$ cat src/sv/sks_pkg.sv
// Shared types and constants of the stable key insertion sorter.
`timescale 1ns / 1ps

package sks_pkg;

  localparam int MAX_KEYS = 16;
  localparam int KEY_W    = 8;
  localparam int POS_W    = 4;
  localparam int CNT_W    = $clog2(MAX_KEYS + 1);

  typedef struct packed {
    logic [KEY_W-1:0] key;
    logic [POS_W-1:0] pos;
  } sks_entry_t;

  // Broadcast from the sequencer to every cell.
  typedef struct packed {
    logic       ins;    // insert ent into the chain
    logic       drain;  // shift the chain one place toward cell 0
    sks_entry_t ent;    // item being inserted
  } sks_ctl_t;

endpackage

$ cat src/sv/sks_cell.sv
// One cell of the insertion chain: holds one key and its arrival position.
`timescale 1ns / 1ps

module sks_cell import sks_pkg::*; (
  input  logic       clk,
  input  sks_ctl_t   ctl,
  input  logic       occ,        // cell holds a key
  input  logic       left_gt,    // left neighbor also yields to the new key
  input  sks_entry_t left_ent,
  input  sks_entry_t right_ent,
  output sks_entry_t ent,
  output logic       gt
);

  sks_entry_t ent_r, ent_nxt;

  // strictly greater -> new key goes ahead of this one (stable for equal keys)
  assign gt  = !occ || (ent_r.key > ctl.ent.key);
  assign ent = ent_r;

  always_comb begin
    ent_nxt = ent_r;
    if (ctl.drain) begin
      ent_nxt = right_ent;
    end else if (ctl.ins && gt) begin
      ent_nxt = left_gt ? left_ent : ctl.ent;
    end
  end

  always_ff @(posedge clk) begin
    ent_r <= ent_nxt;
  end

endmodule
$ cat config.mk
export PLATFORM = sky130hd
export DESIGN_NAME = sks_cell
export DESIGN_NICKNAME = d
export VERILOG_FILES = /design/src/sv/sks_pkg.sv /design/src/sv/sks_cell.sv
export SDC_FILE = /design/constraint.sdc
export NUM_CORES = 1
export LEC_CHECK = 0
export ABC_AREA = 1
export BUFFER_PORTS_ARGS = -buffer_cell sky130_fd_sc_hd__buf_2
export CAP_MARGIN = 20
export CORE_MARGIN = 10
export CORE_UTILIZATION = 42
export CTS_CLUSTER_DIAMETER = 150
export CTS_CLUSTER_SIZE = 25
export DETAILED_ROUTE_END_ITERATION = 10
export PLACE_DENSITY = 0.85
export SLEW_MARGIN = 20
export SYNTH_ARGS = -nofsm -noshare
export SYNTH_HDL_FRONTEND = slang
export SYNTH_SLANG_ARGS = --single-unit
$ cat constraint.sdc
create_clock -name clk -period 1.9 [get_ports clk]
set_input_delay 0.38 -clock clk [delete_from_list [all_inputs] [get_ports clk]]
set_output_delay 0.38 -clock clk [all_outputs]
set_load 0.05 [all_outputs]
-- Word level (Yosys, flattened, before mapping)
Cells that the tools add are included.
- magnitude comparators: 1
- mux-type cells: 3
- reductions and logical operators: 4
- operators with widths (kind ; count):
    $mux 12 ; 3
    $gt 8x8->1 ; 1
    $reduce_bool 2->1 ; 1
    $logic_and 1x1->1 ; 1
    $logic_not 1->1 ; 1
    $logic_or 1x1->1 ; 1
- flip-flop bits (word level): 12
- input port bits: 41
- output and inout port bits: 13
- word-level logic and storage cells: 10

-- Longest topological paths before layout
- word-level depth: 5
- depth in mapped cells: 13
- depth with buffers taken out: 13

-- Least setup slack after synthesis
Ideal clock, no wire load.
- kind: register to register
- start: reg ent_r, in the netlist ent[11]
- end: reg ent_r, in the netlist ent[0] (enable)
- setup time: 350 ps
- arrival: 1900 ps
- data required time: 1550 ps
- setup slack: -350 ps
- cell stages (with the launch flop): 10
- cells stage by stage: edfxtp_1 -> ha_1 -> nand2_1 -> nor2_2 -> nand2_1 -> nand2_1 -> nand2_1 -> nand2_2 -> nand2_1 -> nand2_1
- word-level cells in the longest chain between the ends: 4
- ends and longest elaborated chain (item ; RTL line ; text):
    from (decl) ; sks_cell.sv:15 ; sks_entry_t ent_r, ent_nxt;
    from (signal assigned) ; sks_cell.sv:31 ; ent_r <= ent_nxt;
    $gt 8x8->1 ; sks_cell.sv:18 ; assign gt = !occ || (ent_r.key > ctl.ent.key);
    $logic_or 1x1->1 ; sks_cell.sv:18 ;
    via gt ; sks_cell.sv:12 ; output logic gt
    $logic_and 1x1->1 ; sks_cell.sv:25 ; end else if (ctl.ins && gt) begin
    $reduce_bool 2->1 (no line) ; n/a ;
The timed path passes the listed nets, and every way through them passes these cells.
A chain may end at the register's enable or synchronous reset.

-- Final worst setup path
- start: reg ent_r, in the netlist ent[8]
- end: out gt
- word-level cells in the longest chain between the ends: 2
- ends and longest elaborated chain (item ; RTL line):
    $gt 8x8->1 ; sks_cell.sv:18
    $logic_or 1x1->1 ; sks_cell.sv:18
    to (decl) ; sks_cell.sv:12
No other way between the ends.

==> impl_metrics.env <==
export IMPL_slew_headroom_pct=79.3
export IMPL_tightest_slew_ns=0.311
export IMPL_cp_end_kind="output pin"
export IMPL_path_class="register to output pin"
export IMPL_drive_gt1_share_pct=44.6
export IMPL_yosys_area_share_adder_pct=11.7
export IMPL_clock_sinks=12
export IMPL_r2r_end="ent[5]$_DFFE_PP_"
export IMPL_synthTopCellsByArea="edfxtp_1 42%, ha_1 12%, nand2_1 11%"
export IMPL_overflow=0
export IMPL_vdd_drop_max_mv=0.368
export IMPL_cp_slowest_stage_delay_ns=0.40
export IMPL_hpwl_um=2130
export IMPL_numCtsBuffers=3
export IMPL_clock_latency_ns=0.27
export IMPL_postRouteAntennaNets=0
export IMPL_synth_compound_area_share_pct=19.0
export IMPL_place_congestion=0.754
export IMPL_grt_pass1_wl_um=4190
export IMPL_cp_common_cell="nand2_1"
export IMPL_synthCells=101
export IMPL_antenna_cells=0
export IMPL_slew_violations=0
export IMPL_design_core_area_um2=1960
export IMPL_clockBufferDepth=2
export IMPL_yosysTopAreaCell="edfxtp_1"
export IMPL_synthSimpleGateAreaFrac_pct=16.6
export IMPL_fillers=176
export IMPL_start_util_pct=43.7
export IMPL_vias=888
export IMPL_port_buffers=53
export IMPL_r2r_start="ent[8]$_DFFE_PP_"
export IMPL_crit_chain="ha_1, nand2_1, nor2_2, nand2_1, nand2_1, nand2_2, nand2_4, buf_8"
export IMPL_cp_startpoint="ent[8]$_DFFE_PP_"
export IMPL_ys_seq_area_share_pct=42.0
export IMPL_synthesis_area_um2=858
export IMPL_rsz0062_at_grt="yes"
export IMPL_wl_um=2710
export IMPL_avgRoutedWirePerCell_um=14.7
export IMPL_hold_buffers=0
export IMPL_htreeDepth=1
export IMPL_run_status="finished, violations left"
export IMPL_failed_checks="negative setup slack"
export IMPL_grt_pass1_vias=961
export IMPL_reg2regPathDepth=10
export IMPL_viasPerCell=4.83
export IMPL_cts_tree="yes"
export IMPL_dpl_cell_count=177
export IMPL_dieWidth_um=65.2
export IMPL_syn_num_nets=150
export IMPL_largest_reg_flops=12
export IMPL_powerDensity_nw_per_um2=676
export IMPL_skew_ns=0.00403
export IMPL_setup_slack_ns=-0.0551
export IMPL_cp_arrival_ns=1.58
export IMPL_dr_pass1_iters=4
export IMPL_drt_iter0_drc=39
export IMPL_hold_viol_final=0
export IMPL_rows=16
export IMPL_synth_area_mux_share_pct=0
export IMPL_ios=54
export IMPL_worst_setup_path_start_kind="register"
export IMPL_ys_ff_latch=12
export IMPL_synth_cell_types=15
export IMPL_period_share_pct=103
export IMPL_period_minus_slack_ns=1.96
export IMPL_leakage_nw=0.627
export IMPL_synth_area_per_cell_um2=8.50
export IMPL_antenna_found_initial=0
export IMPL_p_total_uw=853
export IMPL_final_nets=207
export IMPL_post_route_util_pct=64.3
export IMPL_syn_to_final_growth_pct=46.9
export IMPL_synth_top_family_by_area="compound AO/OA/AOI/OAI gates"
export IMPL_hp_class="input port to register"
export IMPL_max_freq_mhz=511
export IMPL_required_ns=1.52
export IMPL_fin_cells=184
export IMPL_cap_violations=0
export IMPL_crit_fanout=2
export IMPL_dieArea_um2=4250
export IMPL_cts_root_buf="clkbuf_4"
export IMPL_chipHeight_um=65.2
export IMPL_worst_path_max_delay_cell="edfxtp_1"
export IMPL_finalSetupViolCount=1
export IMPL_rrSetupSlack_ns=0.15
export IMPL_grt_max_degree=19
export IMPL_drcViolationCount=0
export IMPL_synthXorXnorAreaFrac_pct=0
export IMPL_critPathCapture="gt"
export IMPL_fin_area_um2=1260
export IMPL_clk_pin_slew_ns=0.08
export IMPL_yosysWarnings=0
export IMPL_placed_cell_area_um2=1140
export IMPL_yosysTopAreaCellShare_pct=42.0
export IMPL_grt_usage_pct=12.0
[how the worst min path moves through the flow]
stage | from | end | cells after the start
6_report | right_ent[7] | ent[7]$_DFFE_PP_ | 2
2_1_floorplan | right_ent[5] | ent[5]$_DFFE_PP_ | 1
4_1_cts | right_ent[8] | ent[8]$_DFFE_PP_ | 2
5_1_grt | right_ent[8] | ent[8]$_DFFE_PP_ | 2
3_3_place_gp | right_ent[5] | ent[5]$_DFFE_PP_ | 2
3_5_place_dp | right_ent[8] | ent[8]$_DFFE_PP_ | 2
[power breakdown]
part | switching (mW) | internal [mW] | total, mW | leakage, nW
clock | 0.0876 | 0.0759 | 0.164 | 0.0154
combinational | 0.227 | 0.123 | 0.350 | 0.492
sequential | 0.0136 | 0.326 | 0.339 | 0.119
[area by class of cell]
class                   count  area [um2]  area share, %
clock buffers               3        22.5           1.79
clock inverters             1        3.75          0.298
inverters                  14        55.1           4.37
multi-input cells          72         495           39.3
flip-flops and latches     12         360           28.6
well taps                  27        33.8           2.68
repair buffers             55         290           23.0
[per-stage QoR]
stage	hold WS, ns	TNS, ns	worst slack [ns]
after detailed placement	0.653	0	0.00411
after CTS	0.373	-0.0443	-0.0443
after floorplan	0.566	-1.31	-0.109
after global routing	0.375	-0.173	-0.173
after global placement	0.654	0	0.0330
final	0.381	-0.0551	-0.0551
[layout by cell type (no fill, tap or decap)]
master,n
nand4_1,1
a21oi_1,16
inv_2,1
o21a_1,5
nand2_1,20
clkinv_1,1
buf_4,2
nor2_2,1
nand2_4,1
clkbuf_4,3
ha_4,2
nand2_2,3
ha_1,6
inv_1,12
nor2_1,8
o211ai_1,5
edfxtp_1,12
inv_4,1
a21o_1,1
buf_8,1
buf_2,52
nand2_8,3
[metal layers]
layer  vias to the layer above  share of wire, %  global-route usage (%)  routed length (um)
li1                        454                 -                       -                   -
met1                       394                38                    12.0                1040
met2                        36                51                    21.6                1390
met3                         4               8.5                    3.73                 230
met4                         0               1.8                    6.68                  50
met5                         -                 0                       0                   0
[critical path, delay by kind of cell, from the launching register on]
| family | cells | cell delay (ns) |
|---|---|---|
| flops | 1 | 0.40 |
| buf+inv | 1 | 0.14 |
| simple gates | 6 | 0.44 |
| fa+ha+maj | 1 | 0.31 |
[cells by family (layout without fill, tap and decap cells)]
| group | Yosys count | in the layout |
|---|---|---|
| AOI/OAI and AO/OA | 27 | 27 |
| and+or+nand+nor | 36 | 37 |
| DFF | 12 | 12 |
| adders and majority gates | 8 | 8 |
| buffers and inverters | 18 | 73 |
[cells in the mapped netlist]
cell and count:
a21o_1 1, a21oi_1 16, buf_4 2, buf_6 2
edfxtp_1 12, ha_1 8, inv_1 13, inv_4 1
nand2_1 25, nand2_2 1, nand4_1 1, nor2_1 8
nor2_2 1, o211ai_1 5, o21a_1 5
[timing repair]
| item | 4_1_cts | 5_1_grt |
|---|---|---|
| gates resized for setup | 6 | 6 |
| pin swaps | 6 | 6 |
| setup buffers | 2 | 1 |
| endpoints found under the setup margin | 1 | 13 |
| cloned | 0 | 1 |
| hold endpoints to repair | 0 | 0 |
Note: power is estimated with default switching activity, not from simulation.
